File: src/design/prb_pkg.sv
`timescale 1ns / 1ps

package prb_pkg;

   // result status codes
   localparam logic [2:0] ST_RELEASED  = 3'd0;
   localparam logic [2:0] ST_BUFFERED  = 3'd1;
   localparam logic [2:0] ST_DUPLICATE = 3'd2;
   localparam logic [2:0] ST_STALE     = 3'd3;
   localparam logic [2:0] ST_IGNORED   = 3'd4;
   localparam logic [2:0] ST_OUTWIN    = 3'd5;
   localparam logic [2:0] ST_QUERY     = 3'd6;

   // request action codes
   localparam logic ACT_ADD   = 1'b0;
   localparam logic ACT_QUERY = 1'b1;

   // longest release run (arriving packet plus buffered ones)
   localparam int MAX_RUN = 16;

   typedef enum logic [1:0] {
      S_IDLE,
      S_EVAL,
      S_SEND,
      S_READ
   } state_type;

   typedef struct packed {
      logic        action;
      logic [31:0] packet_id;
      logic [15:0] payload_handle;
      logic [15:0] length;
      logic [31:0] receive_time;
   } req_type;

   typedef struct packed {
      logic [2:0]  status;
      logic [31:0] out_id;
      logic [15:0] out_handle;
      logic [15:0] out_length;
      logic [31:0] out_time;
      logic        last;
      logic        is_queued;
      logic [31:0] highest_id;
      logic [31:0] accepted_count;
   } rsp_type;

   // controller to datapath
   typedef struct packed {
      logic idle;
      logic capture;
      logic eval;
      logic load;
      logic step;
   } cmd_type;

   // datapath to controller
   typedef struct packed {
      logic out_free;
      logic pend_last;
   } sts_type;

endpackage

File: src/design/prb_ram.sv
`timescale 1ns / 1ps

module prb_ram #(
   parameter int WIDTH = 64,
   parameter int DEPTH = 16
) (
   input  logic                     clock,
   input  logic                     wr_en,
   input  logic [$clog2(DEPTH)-1:0] wr_addr,
   input  logic [WIDTH-1:0]         wr_data,
   input  logic                     rd_en,
   input  logic [$clog2(DEPTH)-1:0] rd_addr,
   output logic [WIDTH-1:0]         rd_data
);

   logic [WIDTH-1:0] mem_ff [DEPTH];
   logic [WIDTH-1:0] rd_data_ff;

   // one write port, one registered read port
   always_ff @(posedge clock) begin
      if (wr_en) begin
         mem_ff[wr_addr] <= wr_data;
      end
      if (rd_en) begin
         rd_data_ff <= mem_ff[rd_addr];
      end
   end

   assign rd_data = rd_data_ff;

endmodule

File: src/design/prb_ctrl.sv
`timescale 1ns / 1ps

module prb_ctrl import prb_pkg::*; (
   input  logic    clock,
   input  logic    reset,
   input  logic    req_valid,
   input  sts_type sts,
   output cmd_type cmd
);

   state_type state_ff;
   state_type state_in;

   // next state
   always_comb begin
      state_in = state_ff;
      unique case (state_ff)
         S_IDLE: begin
            if (req_valid) state_in = S_EVAL;
         end
         S_EVAL: begin
            state_in = S_SEND;
         end
         S_SEND: begin
            if (sts.out_free) state_in = sts.pend_last ? S_IDLE : S_READ;
         end
         S_READ: begin
            state_in = S_SEND;
         end
         default: begin
            state_in = S_IDLE;
         end
      endcase
   end

   // command outputs
   always_comb begin
      cmd = '0;
      unique case (state_ff)
         S_IDLE: begin
            cmd.idle    = 1'b1;
            cmd.capture = req_valid;
         end
         S_EVAL: begin
            cmd.eval = 1'b1;
         end
         S_SEND: begin
            cmd.load = sts.out_free;
         end
         S_READ: begin
            cmd.step = 1'b1;
         end
         default: begin
            cmd = '0;
         end
      endcase
   end

   always_ff @(posedge clock) begin
      if (reset) begin
         state_ff <= S_IDLE;
      end else begin
         state_ff <= state_in;
      end
   end

endmodule

File: src/design/prb_datapath.sv
`timescale 1ns / 1ps

module prb_datapath import prb_pkg::*; #(
   parameter int WINDOW = 16
) (
   input  logic    clock,
   input  logic    reset,
   input  cmd_type cmd,
   output sts_type sts,
   input  req_type req_word,
   input  logic    rsp_stall,
   output logic    rsp_valid,
   output rsp_type rsp_word
);

   localparam int SPAN = (WINDOW < MAX_RUN) ? WINDOW : MAX_RUN;
   localparam int SW   = $clog2(WINDOW);
   localparam int OW   = $clog2(SPAN);
   localparam int PW   = 64;

   // (base + step) mod WINDOW, both operands below WINDOW
   function automatic logic [SW-1:0] wrap_slot(input logic [SW-1:0] base,
                                                input logic [OW-1:0] step);
      logic [SW:0] sum;
      sum = {1'b0, base} + (SW+1)'(step);
      if (sum >= (SW+1)'(WINDOW)) sum = sum - (SW+1)'(WINDOW);
      return sum[SW-1:0];
   endfunction

   // state
   req_type           item_ff, item_in;
   logic [31:0]       ne_ff, ne_in;
   logic [SW-1:0]     ns_ff, ns_in;
   logic [31:0]       count_ff, count_in;
   logic [31:0]       highest_ff, highest_in;
   logic [WINDOW-1:0] valid_ff, valid_in;
   rsp_type           pend_ff, pend_in;
   logic              pend_ram_ff, pend_ram_in;
   rsp_type           rsp_ff, rsp_in;
   logic              rsp_valid_ff, rsp_valid_in;

   // classification
   logic [2*WINDOW-1:0] rot;
   logic [SPAN-1:0]     rel;
   logic [32:0]         diff;
   logic                borrow;
   logic [31:0]         off_full;
   logic                in_span;
   logic [OW-1:0]       off;
   logic                is_zero;
   logic                held;
   logic [OW-1:0]       kmax;
   logic [OW-1:0]       m;
   logic                add1;
   logic [2:0]          eval_status;
   logic                do_buffer;
   logic                do_release;
   logic [31:0]         highest_calc;
   logic [SW-1:0]       buf_slot;
   logic [SW-1:0]       ns_inc;
   logic [PW-1:0]       ram_rdata;

   // valid bits relative to the next expected slot
   assign rot = {valid_ff, valid_ff} >> ns_ff;
   assign rel = rot[SPAN-1:0];

   // offset of the item id from the next expected id
   assign diff     = {1'b0, item_ff.packet_id} - {1'b0, ne_ff};
   assign borrow   = diff[32];
   assign off_full = diff[31:0];
   assign in_span  = off_full < 32'(SPAN);
   assign off      = off_full[OW-1:0];
   assign is_zero  = off_full == 32'd0;
   assign held     = !borrow && !is_zero && in_span && rel[off];

   // farthest buffered offset, zero when nothing is held
   always_comb begin
      kmax = '0;
      for (int k = 1; k < SPAN; k++) begin
         if (rel[k]) kmax = OW'(k);
      end
   end

   always_comb begin
      priority if (item_ff.action == ACT_QUERY) begin
         eval_status = ST_QUERY;
      end else if (item_ff.length == 16'd0 || item_ff.payload_handle == 16'd0) begin
         eval_status = ST_IGNORED;
      end else if (borrow) begin
         eval_status = ST_STALE;
      end else if (is_zero) begin
         eval_status = ST_RELEASED;
      end else if (held) begin
         eval_status = ST_DUPLICATE;
      end else if (!in_span) begin
         eval_status = ST_OUTWIN;
      end else begin
         eval_status = ST_BUFFERED;
      end
   end

   assign do_buffer  = eval_status == ST_BUFFERED;
   assign do_release = eval_status == ST_RELEASED;

   // highest id + 1 as it stands after the item
   assign m            = (do_buffer && off > kmax) ? off : kmax;
   assign add1         = do_release || m != '0;
   assign highest_calc = ne_ff + 32'(m) + 32'(add1);

   assign buf_slot = wrap_slot(ns_ff, off);
   assign ns_inc   = (ns_ff == SW'(WINDOW - 1)) ? '0 : ns_ff + SW'(1);

   // payload store: handle, length, time
   prb_ram #(
      .WIDTH (PW),
      .DEPTH (WINDOW)
   ) u_slot_ram (
      .clock   (clock),
      .wr_en   (cmd.eval && do_buffer),
      .wr_addr (buf_slot),
      .wr_data ({item_ff.payload_handle, item_ff.length, item_ff.receive_time}),
      .rd_en   (cmd.step),
      .rd_addr (ns_ff),
      .rd_data (ram_rdata)
   );

   // next values
   always_comb begin
      item_in      = item_ff;
      ne_in        = ne_ff;
      ns_in        = ns_ff;
      count_in     = count_ff;
      highest_in   = highest_ff;
      valid_in     = valid_ff;
      pend_in      = pend_ff;
      pend_ram_in  = pend_ram_ff;
      rsp_in       = rsp_ff;
      rsp_valid_in = rsp_valid_ff;

      if (cmd.capture) item_in = req_word;

      // decide the item, update state, stage the first word
      if (cmd.eval) begin
         highest_in = highest_calc;
         if (do_release || do_buffer) count_in = count_ff + 32'd1;
         if (do_release) begin
            ne_in = ne_ff + 32'd1;
            ns_in = ns_inc;
         end
         if (do_buffer) valid_in[buf_slot] = 1'b1;
         pend_in.status         = eval_status;
         pend_in.out_id         = item_ff.packet_id;
         pend_in.out_handle     = do_release ? item_ff.payload_handle : 16'd0;
         pend_in.out_length     = do_release ? item_ff.length : 16'd0;
         pend_in.out_time       = do_release ? item_ff.receive_time : 32'd0;
         pend_in.last           = do_release ? !rel[1] : 1'b1;
         pend_in.is_queued      = (item_ff.action == ACT_QUERY) && held;
         pend_in.highest_id     = '0;
         pend_in.accepted_count = '0;
         pend_ram_in            = 1'b0;
      end

      // pull the next buffered packet of a release run
      if (cmd.step) begin
         valid_in[ns_ff]   = 1'b0;
         pend_in.status    = ST_RELEASED;
         pend_in.out_id    = ne_ff;
         pend_in.last      = !rel[1];
         pend_in.is_queued = 1'b0;
         pend_ram_in       = 1'b1;
         ne_in             = ne_ff + 32'd1;
         ns_in             = ns_inc;
      end

      // output register
      if (cmd.load) begin
         rsp_in                = pend_ff;
         rsp_in.highest_id     = highest_ff;
         rsp_in.accepted_count = count_ff;
         if (pend_ram_ff) begin
            rsp_in.out_handle = ram_rdata[63:48];
            rsp_in.out_length = ram_rdata[47:32];
            rsp_in.out_time   = ram_rdata[31:0];
         end
         rsp_valid_in = 1'b1;
      end else if (!rsp_stall) begin
         rsp_valid_in = 1'b0;
      end
   end

   // control state
   always_ff @(posedge clock) begin
      if (reset) begin
         ne_ff        <= '0;
         ns_ff        <= '0;
         count_ff     <= '0;
         valid_ff     <= '0;
         rsp_valid_ff <= 1'b0;
      end else begin
         ne_ff        <= ne_in;
         ns_ff        <= ns_in;
         count_ff     <= count_in;
         valid_ff     <= valid_in;
         rsp_valid_ff <= rsp_valid_in;
      end
   end

   // payload registers
   always_ff @(posedge clock) begin
      item_ff     <= item_in;
      highest_ff  <= highest_in;
      pend_ff     <= pend_in;
      pend_ram_ff <= pend_ram_in;
      rsp_ff      <= rsp_in;
   end

   assign sts.out_free  = !rsp_valid_ff || !rsp_stall;
   assign sts.pend_last = pend_ff.last;
   assign rsp_valid     = rsp_valid_ff;
   assign rsp_word      = rsp_ff;

endmodule

File: src/design/packet_reorder_buffer_unit.sv
`timescale 1ns / 1ps

// Channel  Ports                           Direction  Word
// -------  ------------------------------  ---------  --------
// request  req_valid, req_stall, req_word  in         req_type
// result   rsp_valid, rsp_stall, rsp_word  out        rsp_type
//
// An item passes through accept, decide and send steps when it yields one
// result; each further packet of a release run adds a slot store read and
// a send step, since the slot store has a single read port.
// Reset clears the expected id, the accepted count and all slot valid bits.
// A stalled result holds the controller in its send step; the next item is
// taken once the last word of the current one sits in the output register.

module packet_reorder_buffer_unit import prb_pkg::*; #(
   parameter int WINDOW = 16
) (
   input  logic    clock,
   input  logic    reset,
   input  logic    req_valid,
   output logic    req_stall,
   input  req_type req_word,
   output logic    rsp_valid,
   input  logic    rsp_stall,
   output rsp_type rsp_word
);

   cmd_type cmd;
   sts_type sts;

   prb_ctrl u_ctrl (
      .clock     (clock),
      .reset     (reset),
      .req_valid (req_valid),
      .sts       (sts),
      .cmd       (cmd)
   );

   prb_datapath #(
      .WINDOW (WINDOW)
   ) u_datapath (
      .clock     (clock),
      .reset     (reset),
      .cmd       (cmd),
      .sts       (sts),
      .req_word  (req_word),
      .rsp_stall (rsp_stall),
      .rsp_valid (rsp_valid),
      .rsp_word  (rsp_word)
   );

   assign req_stall = !cmd.idle;

   // only release words may be followed by more words of the same item
   assert property (@(posedge clock) disable iff (reset)
      rsp_valid && rsp_word.status != ST_RELEASED |-> rsp_word.last)
      else $error("non-release word without last");

   // queued flag appears only on query answers
   assert property (@(posedge clock) disable iff (reset)
      rsp_valid && rsp_word.status != ST_QUERY |-> !rsp_word.is_queued)
      else $error("is_queued set outside a query answer");

   // one item at a time: an accepted word closes the request channel
   assert property (@(posedge clock) disable iff (reset)
      req_valid && !req_stall |=> req_stall)
      else $error("request taken while an item is in progress");

   // a released payload always carries a non-null handle
   assert property (@(posedge clock) disable iff (reset)
      rsp_valid && rsp_word.status == ST_RELEASED |-> rsp_word.out_handle != 16'd0)
      else $error("released word with null handle");

endmodule

File: config.mk
export PLATFORM = sky130hd
export DESIGN_NAME = packet_reorder_buffer_unit
export DESIGN_NICKNAME = d
export VERILOG_FILES = /design/src/design/prb_pkg.sv /design/src/design/prb_ram.sv /design/src/design/prb_ctrl.sv /design/src/design/prb_datapath.sv /design/src/design/packet_reorder_buffer_unit.sv
export SDC_FILE = /design/constraint.sdc
export NUM_CORES = 2
export LEC_CHECK = 0
export BUFFER_PORTS_ARGS = -buffer_cell sky130_fd_sc_hd__clkbuf_2
export CAP_MARGIN = 20
export CORE_UTILIZATION = 64
export CTS_BUF_LIST = sky130_fd_sc_hd__clkbuf_8
export CTS_CLUSTER_SIZE = 40
export DETAILED_ROUTE_END_ITERATION = 8
export HOLD_SLACK_MARGIN = 0.1
export MAX_ROUTING_LAYER = met4
export PLACE_DENSITY = 0.89
export SETUP_SLACK_MARGIN = 0.4
export SLEW_MARGIN = 20
export SYNTH_ARGS = -nofsm -noshare
export SYNTH_HDL_FRONTEND = slang
export SYNTH_SLANG_ARGS = --single-unit
File: constraint.sdc
create_clock -name clock -period 14.46 [get_ports clock]
set_input_delay 1.446 -clock clock [delete_from_list [all_inputs] [get_ports clock]]
set_output_delay 1.446 -clock clock [all_outputs]
set_load 0.01 [all_outputs]
; ---- Word-level counts from Yosys, hierarchy flattened
; Memory sizes are Yosys's and may differ from the RTL's. A register that Yosys moved wholly into a read port is not among the register bits.
; Cells that the tools add are included.
[classes]
addsub = 8
eq_ne = 8
n_mux = 59
reduce_logical = 30
shift = 1
n_bitwise = 3
magnitude_cmp = 8
[ops]
columns = cell, count
row1 = 2-to-1 mux 162 bit, 1
row2 = 2-to-1 mux 32 bit, 5
row3 = 2-to-1 mux 16 bit, 5
row4 = 2-to-1 mux 4 bit, 20
row5 = "adder 32 x 1 -> 32 bit, second input constant", 2
row6 = 2-to-1 mux 64 bit, 1
row7 = subtractor 32 x 32 -> 33 bit, 1
row8 = adder 32 x 1 -> 32 bit, 1
row9 = adder 32 x 4 -> 32 bit, 1
row10 = logical NOT 16 bit, 2
row11 = logical NOT 32 bit, 1
row12 = "< comparator 32 x 5 -> 1 bit, second input constant", 1
row13 = >> shifter 32 x 4 -> 16 bit, 1
row14 = 2-to-1 mux 3 bit, 6
row15 = bitwise AND 16 bit, 1
row16 = NOT 16 bit, 1
row17 = OR 16 bit, 1
row18 = "< comparator 4 x 5 -> 1 bit, second input constant", 3
row19 = 2-to-1 mux 1 bit, 12
row20 = 2-to-1 mux 2 bit, 5
row21 = demux 1 bit (select 4 bit), 2
row22 = ">= comparator 4 x 1 -> 1 bit, second input constant", 2
row23 = logical AND 1 bit, 8
row24 = logical NOT 1 bit, 6
row25 = 20 further kinds, 28
[totals]
output_inout_bits = 167
ram_bits = 1024
memories = 1
reg_bits = 483
word_cells = 147
[mem_list]
columns = memory, words, word_bits, rd, rd_ports_with_merged_regs, wr, line
row1 = u_datapath.u_slot_ram.mem_ff, 16, 64, 1, 1, 1, prb_ram.sv:16  ; logic [WIDTH-1:0] mem_ff [DEPTH];

; ---- Longest topological paths before layout
[logic_depth]
ltp_word = 22
depth_mapped = 32
ltp_nobuf = 30

; ---- Modules after synthesis
; Synthesis repeated with hierarchy kept, for this count alone.
[hier_totals]
cells_unflattened = 3458
hier_area_um2 = 62444.9
[by_module_without_submodules]
columns = module, area_each_um2, cells_per_inst, instances
row1 = prb_ram, 40211.1, 1647, 1
row2 = prb_datapath, 22110.0, 1798, 1
row3 = prb_ctrl, 120.1, 12, 1
row4 = packet_reorder_buffer_unit, 3.8, 1, 1

; ---- Worst setup path before layout
; Ideal clock, no wire load.
[synth_path]
path_kind = input to register
startpoint = input port rsp_stall
endpoint = register u_datapath.rsp_ff (netlist bit u_datapath.rsp_word[0]), enable pin
arrival_ns = 9.393
setup_slack_ns = 4.323
t_required_ns = 13.716
path_stages = 1
path_cell_list = a21oi_1
[synth_between]
elab_chain_len = 3
[synth_lines]
columns = element, line
row1 = "start, declared", packet_reorder_buffer_unit.sv:24  ; input logic rsp_stall,
row2 = logical NOT 1 bit, --
row3 = logical OR 1 bit, prb_datapath.sv:217  ; assign sts.out_free = !rsp_valid_ff || !rsp_stall;
row4 = 2-to-1 mux 1 bit, prb_ctrl.sv:39  ; unique case (state_ff)
row5 = "end signal, assigned", prb_datapath.sv:214  ; rsp_ff <= rsp_in;
row6 = "end, declared", prb_datapath.sv:39  ; rsp_type rsp_ff, rsp_in;
; No other way between the ends.
; A chain may end at the register's enable or synchronous reset.

; ---- Worst setup path after layout
[layout_path]
startpoint = register u_datapath.ns_ff[1]
endpoint = register u_datapath.highest_ff[19] (data pin)
[layout_between]
elab_chain_len = 22
elab_cells_between_ends = 33
cone_classes = add/sub (2) / order compare (1) / eq/ne (1) / shift (1) / mux (23) / reduce/logical (5)
[layout_lines]
columns = element, line
row1 = "start, declared", prb_datapath.sv:33  ; logic [SW-1:0] ns_ff, ns_in;
row2 = "start signal, assigned", prb_datapath.sv:201  ; ns_ff <= ns_in;
row3 = >> shifter 32 x 4 -> 16 bit (*), prb_datapath.sv:64  ; assign rot = {valid_ff, valid_ff} >> ns_ff;
row4 = "parallel branches: the longest is 20 deep, another holds 2-to-1 mux 4 bit", --
row5 = adder 32 x 1 -> 32 bit (*), prb_datapath.sv:108  ; assign highest_calc = ne_ff + 32'(m) + 32'(add1);
row6 = named net u_datapath.highest_calc[19], prb_datapath.sv:58  ; logic [31:0] highest_calc;
row7 = "end signal, assigned", prb_datapath.sv:211  ; highest_ff <= highest_in;
row8 = "end, declared", prb_datapath.sv:35  ; logic [31:0] highest_ff, highest_in;
; Mark *: on every way through the listed nets, which the timed path passes. The select of a mux whose other input is x is not followed.

==> results.cfg <==
[synth]
synthCells = 3302
syn_nets = 3455
syn-cell-area_um2 = 63100
yosysWarningCount = 0
yosysSeqAreaShare_pct = 73.3
ys_ff_latch = 1571
synth_edf_count = 1479
syn_avg_cell_area_um2 = 19.1
async_flop_share_pct = 0
synth.distinct_cells = 92
synth_ff_type = edfxtp_1

[run_status]
status = finished clean

[route]
drt_iter0_drc = 5108
vias_per_cell = 6.83
dr_total_vias = 35300
detail-route-antenna-nets = 0
wl_per_cell_um = 30.7
drc_errors = 0
drt-total-wl_um = 159000
dr.pass1.iters = 9

[sta]
rsz0062_at_grt = false
timing_hold_violations_final = 0
finalCritPeriodShare_pct = 60.1
slew_viol_final = 0
finalClockSkew_ns = 0.0784
setup_viol = 0
timing.fmax_mhz = 115
worst_slew_pin_slew_ns = 1.21
tns_ns = 0
slew_headroom_pct = 19.4
period_needed_ns = 8.69
hold-worst-slack_ns = 0.410

[setup_path]
worstSetupStartpoint = u_datapath.ns_ff[1]
critical_path_arrival_ns = 9.33
endpoint = u_datapath.highest_ff[19]
criticalPathCategory = reg2reg
cp-end-kind = register
worst_path_max_delay_cell = dfxtp_4
rr_endpoint = u_datapath.highest_ff[19]
r2r_slack_ns = 5.77
worstPathRequired_ns = 15.10
start_kind = register
worst-path-max-fanout = 122
r2r_start = u_datapath.ns_ff[1]
critPathMaxStageDelay_ns = 0.95
path_common_cell = nand2_1
rr_worst_depth = 29

[cells_and_area]
multiInputGateArea_um2 = 16100
final_common_cell = edfxtp_1
ff_latch_area_um2 = 46300
fillers = 5230
nets = 3846
mostFrequentLayoutCells = 1479 x edfxtp_1, 349 x mux4_2, 266 x clkbuf_2
drive_gt1_share_pct = 29.1
areaGrowthSynthToFinish_pct = 11.8

[grt]
overflow = 0
grt_pass1_wl_um = 231000
grt_usage_pct = 33.4
grt_pass1_vias = 35600
antenna_found_initial = 8
grt_max_degree = 161

[clocking]
clkSinkCount = 1571
clockBufferDepth = 3
cts_hold_repair.buffers = 0
cts-root-buf = clkbuf_8
post_cts_buffers = 0
path_clk_slew_ns = 0.07
cts_resized = 0
clock_latency_ns = 0.95
htreeDepth = 4
tritoncts = built
numCtsBuffers = 227

[die]
die-area_um2 = 99900
io_pins = 268
die_h_um = 316
core_area_um2 = 97100
rows = 114
start_util_pct = 65.0
fp.dieW_um = 316

[place]
gp_congestion = 0.924
hpwl_um = 89300
numPortBuffers = 267

[power]
p_leak_nw = 22.8
power_density_nw_per_um2 = 127
ir_drop_mv = 0.122

[job]
cap_violations = 0

[worst_hold_path]
hp-class = reg2reg
synthesized netlist by cell type (all sizes together) (4+ instances only):
cell,count,share of area [%]
edfxtp,1479,70
mux4,349,12
nor2,139,0.83
clkbuf,112,0.68
nand2,110,0.65
dfxtp,92,2.9
a21oi,91,0.73
mux2,81,1.4
and2,71,0.70
inv,67,0.40
buf,56,0.50
xnor2,55,0.76
mux2i,53,0.85
nor4,53,0.81
nand3,52,0.41
ha,48,0.95
o21ai,48,0.40
nand4,46,0.47
nor3,35,0.29
o21a,25,0.30
a21o,18,0.21
a211oi,17,0.23
o31ai,17,0.20
and3,15,0.15
or3,14,0.15
or4,14,0.17
a31oi,12,0.12
nor2b,12,0.12
nand2b,11,0.12
o211ai,9,0.11
and4,8,0.11
o2111ai,7,0.097
or2,7,0.069
xor2,7,0.097
a31o,6,0.083
o21bai,5,0.059
a41oi,4,0.056
fa,4,0.13
o211a,4,0.063
layout make-up:
class	instances	share of cell area (%)
repair buffers	330	2.68
flip-flops and latches	1571	65.6
well taps	1276	2.26
multi-input cells	1494	22.8
clock buffers	234	4.56
clock inverters	191	1.78
diodes	6	0.0213
inverters	69	0.371
critical path, delay by kind of cell (launching register included):
family                     cells  cell delay, ns
AOI/OAI and AO/OA             11            2.30
and+or+nand+nor               10            1.65
muxes                          3            1.61
DFF                            1            0.95
buffers and inverters          2            0.81
adders and majority gates      2            0.69
xor gates and xnor gates       1            0.07
registers in the layout (all words and copies together) (netlist names):
name	count
u_datapath.u_slot_ram.rd_data	64
u_datapath.item_ff	97
u_ctrl.state_ff	2
u_datapath.rsp_valid	1
u_datapath.pend_ff	100
u_datapath.u_slot_ram.mem_ff	1024
u_datapath.ns_ff	4
u_datapath.highest_ff	32
u_datapath.sts	1
u_datapath.rsp_word	165
u_datapath.pend_ram_ff	1
u_datapath.count_ff	32
u_datapath.valid_ff	16
u_datapath.ne_ff	32
logic make-up after synthesis:
group	share of synthesized area, %
compound gates	3.26
xor+xnor	0.860
fa+ha+maj	1.08
buf+inv	1.58
flops	73.3
mux	14.8
simple gates	5.19
per-layer routing:
metal,vias up,global-route usage [%],wire [um]
li1,14300,-,-
met3,543,5.97,16100
met4,0,14.8,7270
met2,2716,53.1,79600
met1,17800,42.6,55800
met5,-,-,0
worst min path at each step:
| stage | from | end | slack, ns | depth (start not counted) |
|---|---|---|---|---|
| after floorplan | u_datapath.pend_ff[130] | u_datapath.rsp_word[130] | 0.40 | 0 |
| after global placement | u_datapath.pend_ff[141] | u_datapath.rsp_word[141] | 0.40 | 0 |
| after detailed placement | u_datapath.pend_ff[133] | u_datapath.rsp_word[133] | 0.40 | 0 |
| after CTS | u_datapath.count_ff[31] | u_datapath.rsp_word[31] | 0.40 | 0 |
| after global routing | u_datapath.count_ff[31] | u_datapath.rsp_word[31] | 0.42 | 0 |
| final | u_datapath.count_ff[31] | u_datapath.rsp_word[31] | 0.41 | 0 |
report_power, final:
part / leakage, nW / internal (mW) / switching, mW
clock network: 2.55 / 1.74 / 1.73
registers: 14.2 / 5.05 / 0.0836
logic: 5.99 / 0.121 / 0.221
total: 22.8 / 6.92 / 2.03
per-stage QoR:
stage	setup WS [ns]	util (%)	cells	power, mW	instance area (um^2)
6_report	5.77	72.7	5171	8.95	70600
5_1_grt	5.37	72.6	5170	9.19	70600
4_1_cts	6.01	72.6	5163	8.98	70500
3_5_place_dp	6.00	68.0	4738	5.57	66000
3_3_place_gp	6.19	68.0	4738	5.55	66000
2_1_floorplan	4.32	-	3302	5.42	63100
Note: power is estimated with default switching activity, not from simulation.
